`src/hw/rtl/dide_pkg.sv`:
```
// Shared types and constants for the debounce and event-log block.
package dide_pkg;

   localparam int PORT_W = 16;
   localparam int TIME_W = 32;
   localparam int CHAN_W = 4;
   localparam int CSR_INDEX_W = 3;

   localparam logic [CSR_INDEX_W-1:0] CSR_INVERT_MASK    = 3'd0;
   localparam logic [CSR_INDEX_W-1:0] CSR_ENABLE_MASK    = 3'd1;
   localparam logic [CSR_INDEX_W-1:0] CSR_DEBOUNCE_TICKS = 3'd2;
   localparam logic [CSR_INDEX_W-1:0] CSR_PULSE_MASK     = 3'd3;
   localparam logic [CSR_INDEX_W-1:0] CSR_PULSE_TICKS    = 3'd4;

   typedef struct packed {
      logic [PORT_W-1:0] raw_sample;
      logic [TIME_W-1:0] tick_time;
   } req_type;

   typedef struct packed {
      logic              event_valid;
      logic [CHAN_W-1:0] channel;
      logic              new_value;
      logic [TIME_W-1:0] change_time;
      logic [PORT_W-1:0] confirmed_bits;
      logic [PORT_W-1:0] filtered_bits;
      logic              last;
   } rsp_type;

   typedef struct packed {
      logic [PORT_W-1:0] invert_mask;
      logic [PORT_W-1:0] enable_mask;
      logic [PORT_W-1:0] debounce_ticks;
      logic [PORT_W-1:0] pulse_mask;
      logic [PORT_W-1:0] pulse_debounce_ticks;
   } cfg_type;

   // One scan tick after classification: which channels report, and their stamps.
   typedef struct packed {
      logic [PORT_W-1:0]             ev_mask;
      logic [PORT_W-1:0]             filtered;
      logic [PORT_W-1:0]             confirmed;
      logic [PORT_W-1:0][TIME_W-1:0] times;
   } tick_rec_type;

endpackage

```
`src/hw/rtl/digital_input_debounce_soe.sv`:
```
// Top level of the debounce filter with change-event log.
//
//  port group   dir  handshake          payload
//  req_*        in   req_valid/stall    raw_sample, tick_time
//  rsp_*        out  rsp_valid/stall    event, channel, value, time, words, last
//  csr_*        in   csr_we             csr_index, csr_wdata
//
// A tick gives max(1, events) results; the back end's walk over the event mask,
// one result per cycle while the output is not stalled, sets the rate. The
// front end takes a tick while the two-entry queue has room. Reset is synchronous;
// control state is zero and invert_mask is all ones after it. A stalled output
// holds and backs up through the queue to req_stall.
module digital_input_debounce_soe #(
   parameter int CHANNELS = 16
) (
   input  logic                                clock,
   input  logic                                reset,
   input  logic                                req_valid,
   input  dide_pkg::req_type                   req_data,
   output logic                                req_stall,
   output logic                                rsp_valid,
   output dide_pkg::rsp_type                   rsp_data,
   input  logic                                rsp_stall,
   input  logic                                csr_we,
   input  logic [dide_pkg::CSR_INDEX_W-1:0]    csr_index,
   input  logic [dide_pkg::PORT_W-1:0]         csr_wdata
);

   dide_pkg::cfg_type      cfg_ff, cfg_in;
   dide_pkg::tick_rec_type push_rec, head_rec;
   logic                   push, pop, q_full, q_not_empty;

   always_comb begin
      cfg_in = cfg_ff;
      if (csr_we) begin
         case (csr_index)
            dide_pkg::CSR_INVERT_MASK:    cfg_in.invert_mask          = csr_wdata;
            dide_pkg::CSR_ENABLE_MASK:    cfg_in.enable_mask          = csr_wdata;
            dide_pkg::CSR_DEBOUNCE_TICKS: cfg_in.debounce_ticks       = csr_wdata;
            dide_pkg::CSR_PULSE_MASK:     cfg_in.pulse_mask           = csr_wdata;
            dide_pkg::CSR_PULSE_TICKS:    cfg_in.pulse_debounce_ticks = csr_wdata;
            default:                      cfg_in = cfg_ff;
         endcase
      end
   end

   always_ff @(posedge clock) begin
      if (reset) begin
         cfg_ff.invert_mask          <= '1;
         cfg_ff.enable_mask          <= '0;
         cfg_ff.debounce_ticks       <= '0;
         cfg_ff.pulse_mask           <= '0;
         cfg_ff.pulse_debounce_ticks <= '0;
      end else begin
         cfg_ff <= cfg_in;
      end
   end

   dide_front #(
      .CHANNELS (CHANNELS)
   ) u_front (
      .clock     (clock),
      .reset     (reset),
      .req_valid (req_valid),
      .req_data  (req_data),
      .req_stall (req_stall),
      .cfg       (cfg_ff),
      .q_full    (q_full),
      .push      (push),
      .push_rec  (push_rec)
   );

   dide_queue u_queue (
      .clock     (clock),
      .reset     (reset),
      .push      (push),
      .push_rec  (push_rec),
      .pop       (pop),
      .head_rec  (head_rec),
      .not_empty (q_not_empty),
      .full      (q_full)
   );

   dide_back u_back (
      .clock       (clock),
      .reset       (reset),
      .head_rec    (head_rec),
      .q_not_empty (q_not_empty),
      .pop         (pop),
      .rsp_valid   (rsp_valid),
      .rsp_data    (rsp_data),
      .rsp_stall   (rsp_stall)
   );

endmodule

```
`src/hw/rtl/dide_front.sv`:
```
// Front end: filters each scan tick, runs the per-channel debounce counters.
module dide_front #(
   parameter int CHANNELS = 16
) (
   input  logic                   clock,
   input  logic                   reset,
   input  logic                   req_valid,
   input  dide_pkg::req_type      req_data,
   output logic                   req_stall,
   input  dide_pkg::cfg_type      cfg,
   input  logic                   q_full,
   output logic                   push,
   output dide_pkg::tick_rec_type push_rec
);

   localparam logic [dide_pkg::PORT_W-1:0] CHAN_MASK =
      dide_pkg::PORT_W'((32'd1 << CHANNELS) - 32'd1);

   logic [dide_pkg::PORT_W-1:0] prev_ff, prev_in;
   logic [dide_pkg::PORT_W-1:0] flags_ff, flags_in;
   logic [dide_pkg::PORT_W-1:0] conf_ff, conf_in;
   logic [dide_pkg::PORT_W-1:0] cnt_ff [CHANNELS];
   logic [dide_pkg::PORT_W-1:0] cnt_in [CHANNELS];
   logic [dide_pkg::TIME_W-1:0] time_ff [CHANNELS];
   logic [dide_pkg::TIME_W-1:0] time_in [CHANNELS];
   logic [dide_pkg::PORT_W-1:0] filt, changed, ev;
   logic                        accept;

   assign accept    = req_valid & ~q_full;
   assign req_stall = q_full;
   assign push      = accept;

   always_comb begin
      logic [dide_pkg::PORT_W-1:0] dt;
      filt     = (req_data.raw_sample ^ cfg.invert_mask) & cfg.enable_mask & CHAN_MASK;
      changed  = filt ^ prev_ff;
      prev_in  = filt;
      flags_in = flags_ff;
      conf_in  = conf_ff;
      ev       = '0;
      dt       = '0;
      push_rec.times = '0;
      for (int j = 0; j < CHANNELS; j++) begin
         cnt_in[j]  = cnt_ff[j];
         time_in[j] = time_ff[j];
         dt = cfg.pulse_mask[j] ? cfg.pulse_debounce_ticks : cfg.debounce_ticks;
         // load of time+1 and the same-tick decrement fold into a load of time
         if (changed[j]) begin
            flags_in[j] = 1'b1;
            cnt_in[j]   = dt;
            time_in[j]  = req_data.tick_time;
         end else if (flags_ff[j]) begin
            if (cnt_ff[j] == '0) begin
               flags_in[j] = 1'b0;
               if (filt[j] != conf_ff[j]) begin
                  conf_in[j]        = filt[j];
                  ev[j]             = ~cfg.pulse_mask[j];
                  push_rec.times[j] = time_ff[j];
               end
            end else begin
               cnt_in[j] = cnt_ff[j] - 16'd1;
            end
         end
      end
      push_rec.ev_mask   = ev;
      push_rec.filtered  = filt;
      push_rec.confirmed = conf_in;
   end

   always_ff @(posedge clock) begin
      if (reset) begin
         prev_ff  <= '0;
         flags_ff <= '0;
         conf_ff  <= '0;
      end else if (accept) begin
         prev_ff  <= prev_in;
         flags_ff <= flags_in;
         conf_ff  <= conf_in;
      end
   end

   // counters and stamps are only read after a load, so they need no reset
   always_ff @(posedge clock) begin
      if (accept) begin
         for (int j = 0; j < CHANNELS; j++) begin
            cnt_ff[j]  <= cnt_in[j];
            time_ff[j] <= time_in[j];
         end
      end
   end

endmodule

```
`src/hw/rtl/dide_queue.sv`:
```
// Two-entry queue of classified ticks between front and back end.
module dide_queue (
   input  logic                   clock,
   input  logic                   reset,
   input  logic                   push,
   input  dide_pkg::tick_rec_type push_rec,
   input  logic                   pop,
   output dide_pkg::tick_rec_type head_rec,
   output logic                   not_empty,
   output logic                   full
);

   dide_pkg::tick_rec_type slot_ff [2];
   logic       wr_ptr_ff, wr_ptr_in;
   logic       rd_ptr_ff, rd_ptr_in;
   logic [1:0] count_ff, count_in;

   assign not_empty = (count_ff != 2'd0);
   assign full      = (count_ff == 2'd2);
   assign head_rec  = slot_ff[rd_ptr_ff];

   always_comb begin
      wr_ptr_in = wr_ptr_ff ^ push;
      rd_ptr_in = rd_ptr_ff ^ pop;
      count_in  = count_ff + {1'b0, push} - {1'b0, pop};
   end

   always_ff @(posedge clock) begin
      if (reset) begin
         wr_ptr_ff <= 1'b0;
         rd_ptr_ff <= 1'b0;
         count_ff  <= 2'd0;
      end else begin
         wr_ptr_ff <= wr_ptr_in;
         rd_ptr_ff <= rd_ptr_in;
         count_ff  <= count_in;
      end
   end

   always_ff @(posedge clock) begin
      if (push) begin
         slot_ff[wr_ptr_ff] <= push_rec;
      end
   end

endmodule

```
`src/hw/rtl/dide_back.sv`:
```
// Back end: sends a tick's events in channel order, one per unstalled cycle.
module dide_back (
   input  logic                   clock,
   input  logic                   reset,
   input  dide_pkg::tick_rec_type head_rec,
   input  logic                   q_not_empty,
   output logic                   pop,
   output logic                   rsp_valid,
   output dide_pkg::rsp_type      rsp_data,
   input  logic                   rsp_stall
);

   logic [dide_pkg::PORT_W-1:0] done_ff, done_in;
   logic                        rsp_valid_ff, rsp_valid_in;
   dide_pkg::rsp_type           rsp_data_ff, rsp_data_in;
   logic [dide_pkg::PORT_W-1:0] remaining, onehot, rest;
   logic [dide_pkg::CHAN_W-1:0] idx;
   logic                        slot_free, fire, is_last;

   assign slot_free = ~rsp_valid_ff | ~rsp_stall;
   assign fire      = q_not_empty & slot_free;
   assign remaining = head_rec.ev_mask & ~done_ff;

   always_comb begin
      idx = '0;
      for (int j = dide_pkg::PORT_W - 1; j >= 0; j--) begin
         if (remaining[j]) begin
            idx = dide_pkg::CHAN_W'(j);
         end
      end
   end

   assign onehot  = remaining[idx] ? (16'd1 << idx) : '0;
   assign rest    = remaining & ~onehot;
   assign is_last = (rest == '0);
   assign pop     = fire & is_last;

   always_comb begin
      rsp_data_in.event_valid    = remaining[idx];
      rsp_data_in.channel        = remaining[idx] ? idx : '0;
      rsp_data_in.new_value      = remaining[idx] & head_rec.filtered[idx];
      rsp_data_in.change_time    = remaining[idx] ? head_rec.times[idx] : '0;
      rsp_data_in.confirmed_bits = head_rec.confirmed;
      rsp_data_in.filtered_bits  = head_rec.filtered;
      rsp_data_in.last           = is_last;
      rsp_valid_in = fire | (rsp_valid_ff & rsp_stall);
      done_in      = done_ff;
      if (fire) begin
         done_in = is_last ? '0 : (done_ff | onehot);
      end
   end

   always_ff @(posedge clock) begin
      if (reset) begin
         rsp_valid_ff <= 1'b0;
         done_ff      <= '0;
      end else begin
         rsp_valid_ff <= rsp_valid_in;
         done_ff      <= done_in;
      end
   end

   always_ff @(posedge clock) begin
      if (fire) begin
         rsp_data_ff <= rsp_data_in;
      end
   end

   assign rsp_valid = rsp_valid_ff;
   assign rsp_data  = rsp_data_ff;

endmodule

```
`config.mk`:
```
export PLATFORM = sky130hd
export DESIGN_NAME = digital_input_debounce_soe
export DESIGN_NICKNAME = d
export VERILOG_FILES = /design/src/hw/rtl/dide_pkg.sv /design/src/hw/rtl/digital_input_debounce_soe.sv /design/src/hw/rtl/dide_front.sv /design/src/hw/rtl/dide_queue.sv /design/src/hw/rtl/dide_back.sv
export SDC_FILE = /design/constraint.sdc
export NUM_CORES = 2
export LEC_CHECK = 0
export BUFFER_PORTS_ARGS = -buffer_cell sky130_fd_sc_hd__buf_2
export CORE_MARGIN = 3
export CORE_UTILIZATION = 40
export DETAILED_ROUTE_END_ITERATION = 6
export HOLD_SLACK_MARGIN = 0.1
export PLACE_DENSITY = 0.62
export SLEW_MARGIN = 15
export SYNTH_ARGS = -nofsm -noshare
export SYNTH_HDL_FRONTEND = slang
export SYNTH_HIERARCHICAL = 1
export SYNTH_SLANG_ARGS = --single-unit
export TNS_END_PERCENT = 50
```
`constraint.sdc`:
```
create_clock -name clock -period 19.4 [get_ports clock]
set_input_delay 0.97 -clock clock [delete_from_list [all_inputs] [get_ports clock]]
set_output_delay 0.97 -clock clock [all_outputs]
set_load 0.1 [all_outputs]
```
==> flow_metrics.py <==
metrics = {
    "power_and_ir_drop": {
        "clkPwrFrac_pct": 39.9,
        "p_switching_mw": 2.61,
        "p_total_mw": 10.4,
        "vdd_drop_max_mv": 0.0876,
        "power.static_leakage_nw": 34.5,
        "p_int_mw": 7.83,
        "power_frac_seq_pct": 50.9,
        "combPwrFrac_pct": 9.2,
        "p_per_area_mw_per_mm2": 100,
        "p_sw_share_pct": 25.0,
    },
    "timing": {
        "worstMarginPinSlew_ns": 1.24,
        "rsz0062_at_grt": "false",
        "fmax_mhz": 174,
        "min_period_ns": 5.74,
        "fin_skew_ns": 0.0850,
        "period_share_pct": 29.6,
        "setup_viol": 0,
        "setup_tns_ns": 0,
        "slew_headroom_pct": 17.5,
        "hold_violations": 0,
        "whs_ns": 0.391,
        "slew_violations": 0,
    },
    "yosys": {
        "yosysTopAreaCellShare_pct": 63.1,
        "syn-num-nets": 6287,
        "avgSynthCellArea_um2": 15.1,
        "synthCells": 6180,
        "synth.distinct_cells": 90,
        "yosys_warnings": 6,
        "yosysSeqAreaShare_pct": 66.3,
        "synth_edf_count": 1959,
        "syn_area_mm2": 0.0932,
        "async_flop_share_pct": 0,
        "synth_top_area_cell": "edfxtp_1",
        "ys_ff_latch": 2108,
        "synth.area.top_cells": "edfxtp_1 (63%), mux2_2 (7.7%), mux2i_1 (6.3%)",
        "synth-main-ff-cell": "edfxtp_1",
    },
    "die": {
        "die_h_um": 489,
        "core.rowCount": 176,
        "die_x_um": 489,
        "core_area_mm2": 0.231,
        "dieArea_mm2": 0.239,
        "ios": 145,
        "start_util_pct": 40.4,
    },
    "critical_path": {
        "r2r_start": "u_queue/rd_ptr_ff$_SDFF_PP0_",
        "critPathLaunchType": "flop",
        "endpoint_kind": "flop",
        "cp_max_fo": 65,
        "crit_arrival_ns": 6.51,
        "cp_top_family": "simple AND/OR/NAND/NOR gates",
        "critPathRequiredTime_ns": 20.17,
        "r2r_cells": 15,
        "crit_start": "u_queue/rd_ptr_ff$_SDFF_PP0_",
        "cp_slowest_cell": "buf_4",
        "criticalPathCategory": "reg -> reg",
        "path_cells": "buf_4 -> mux2_2 -> nand2b_1 -> nand2_1 -> nor3_1 -> nand2_4 -> o32ai_1 -> o2111ai_1 -> nor4_4 -> buf_4 -> ha_1 -> inv_1 -> ha_1 -> xnor3_1 -> nor2_1",
        "path_depth": 15,
        "cpPeakStageDelay_ns": 0.81,
        "cp.buffers_inverters": 3,
    },
    "flow_run": {
        "drv_cap": 0,
    },
    "clocking": {
        "cts.clk_slew.worst_paths_ns": 0.06,
        "cts_max_path_buffers": 3,
        "cts_buffers": 215,
        "cts_htree_levels": 4,
        "cts_tree": "yes",
        "cts_sinks": 2108,
        "clk-insertion-delay-late_ns": 0.88,
        "holdBufCountCts": 0,
        "cts_resized": 0,
        "post-cts-setup-buffers": 0,
        "root_buffer": "clkbuf_16",
    },
    "global_routing": {
        "grt_max_degree": 160,
        "grt_pass1_vias": 54600,
        "grt_overflow": 0,
        "grt_antenna_before_repair": 29,
        "grt_pass1_wl_mm": 391,
        "grt.total_usage_pct": 22.5,
    },
    "place": {
        "numPortBuffers": 144,
        "place_congestion": 0.851,
        "place_hpwl_mm": 149,
    },
    "route": {
        "top_layer": "met5",
        "wl_met3_mm": 20.8,
        "ant_nets": 0,
        "route.detailed.drc": 1,
        "dr.pass1.iters": 7,
        "m1WireLength_mm": 115,
        "wl_per_cell_um": 28.8,
        "first_iter_violations": 6058,
        "wirelength_mm": 275,
        "num_vias": 55500,
        "viasPerCell": 5.82,
        "route.met2.wl_mm": 129,
    },
    "outcome": {
        "failed_checks": "design-rule violations",
        "status": "finished with violations",
    },
    "worst_hold_path": {
        "hold_depth": 3,
        "hold_path.startpoint": "csr_wdata[7]",
        "hp-class": "in -> reg",
    },
    "finish": {
        "fill_cells": 20200,
        "drive_gt1_share_pct": 21.3,
        "num-nets-final": 6411,
        "area_delta_synth_final_pct": 11.9,
    },
}
[through the flow]
step	instance area [um^2]	setup WS, ns	util (%)	std cells
after floorplan	93200	3.80	-	6180
after global placement	97100	13.90	42.1	9113
after detailed placement	97100	13.80	42.1	9113
after CTS	104000	13.75	45.2	9516
after global routing	104000	13.46	45.2	9522
final	104000	13.66	45.2	9534
[Yosys cell counts (52+ instances only)]
cell         n
dfxtp_1    149
inv_1      107
a22oi_1     96
nand3_1     79
buf_6       52
o21ai_0     90
nor3b_1    243
buf_2       73
nor2_1     133
nor4b_1     83
nand2_1    233
nand4_1     61
a21oi_1    235
clkbuf_1   203
and2_1     196
xor2_1     172
nand2b_1    94
mux2_2     634
nor3_1      74
edfxtp_1  1959
mux2i_1    586
xnor2_1     70
[cell type report]
class | instances | area, um^2 | area share [%]
sequential | 2108 | 61800 | 59.3
multi-input combinational | 3594 | 29300 | 28.1
clock buffer | 259 | 5640 | 5.41
tap | 3026 | 3790 | 3.63
timing repair buffer | 276 | 1760 | 1.68
clock inverter | 144 | 1470 | 1.41
inverter | 109 | 418 | 0.401
antenna | 18 | 45.0 | 0.0432
[state kept, by name (all words and copies together) (netlist names), 16 cells and up]
signal	cells
cfg_ff	80
u_back/done_ff	16
u_back/rsp_data	71
u_front/cnt_ff	256
u_front/conf_ff	16
u_front/flags_ff	16
u_front/prev_ff	16
u_front/time_ff	512
u_queue/slot_ff	1120
[cell usage in the layout, fill, tap and decap left out, types with 21 or more instances in the layout]
cell type / instances
edfxtp_1: 1959
mux2_2: 634
mux2i_1: 586
nor3b_1: 243
nand2_1: 232
a21oi_1: 224
clkbuf_16: 217
and2_1: 196
xor2_1: 172
buf_2: 143
dfxtp_1: 132
nor2_1: 130
buf_4: 129
a22oi_1: 96
nand2b_1: 92
inv_1: 90
o21ai_0: 89
nor4b_1: 83
nand3_1: 76
nor3_1: 72
nand4_1: 61
xnor2_1: 60
clkinv_1: 56
nor4_1: 48
nor2b_1: 45
clkinv_2: 44
o211ai_1: 43
clkbuf_1: 37
a32o_1: 33
ha_1: 33
mux2_1: 31
nand4b_1: 29
nor3b_2: 29
or4_1: 22
a31oi_1: 21
[worst register-to-register path, stage by stage (launching register included)]
cell,delay [ns]
dfxtp_4,0.61
buf_4,0.83
mux2_2,0.47
nand2b_1,0.11
nand2_1,0.22
nor3_1,0.64
nand2_4,0.67
o32ai_1,0.50
o2111ai_1,0.26
nor4_4,0.26
buf_4,0.28
ha_1,0.27
inv_1,0.07
ha_1,0.15
xnor3_1,0.22
nor2_1,0.09
[path summary, 6_finish.rpt]
kind,slack [ns],endpoint
hold / removal,0.39,cfg_ff[71]$_SDFFE_PP1P_
hold reg to reg,0.48,cfg_ff[50]$_SDFFE_PP0P_
setup reg to reg,13.66,u_queue/count_ff[1]$_SDFF_PP0_
setup / recovery,13.66,u_queue/count_ff[1]$_SDFF_PP0_
[kinds of logic (layout without fill, tap and decap cells)]
kind of cell	after synthesis	in the layout	share of synthesized area, %
XOR/XNOR	243	243	2.30
other	0	18	0
AND/OR/NAND/NOR	1460	1460	9.82
multiplexers	1252	1252	14.4
buffers and inverters	478	788	2.55
AO/OA/AOI/OAI	603	603	4.15
adder cells (fa/ha/maj)	36	36	0.481
flip-flops	2108	2108	66.3
[routing by layer]
metal	vias up	global-route usage, %
met3	460	3.48
met5	-	0
met2	2466	36.3
li1	24000	-
met4	6	7.48
met1	28600	31.1
[power by group through the flow]
stage	sequential, mW	clock [mW]	combinational [mW]
2_1_floorplan	5.67	0	0.475
4_1_cts	5.31	4.23	0.967
6_report	5.31	4.16	0.962
3_5_place_dp	5.41	0	0.963
5_1_grt	5.33	4.42	1.01
3_3_place_gp	5.40	0	0.956
Power figures use the tool's default switching activity.
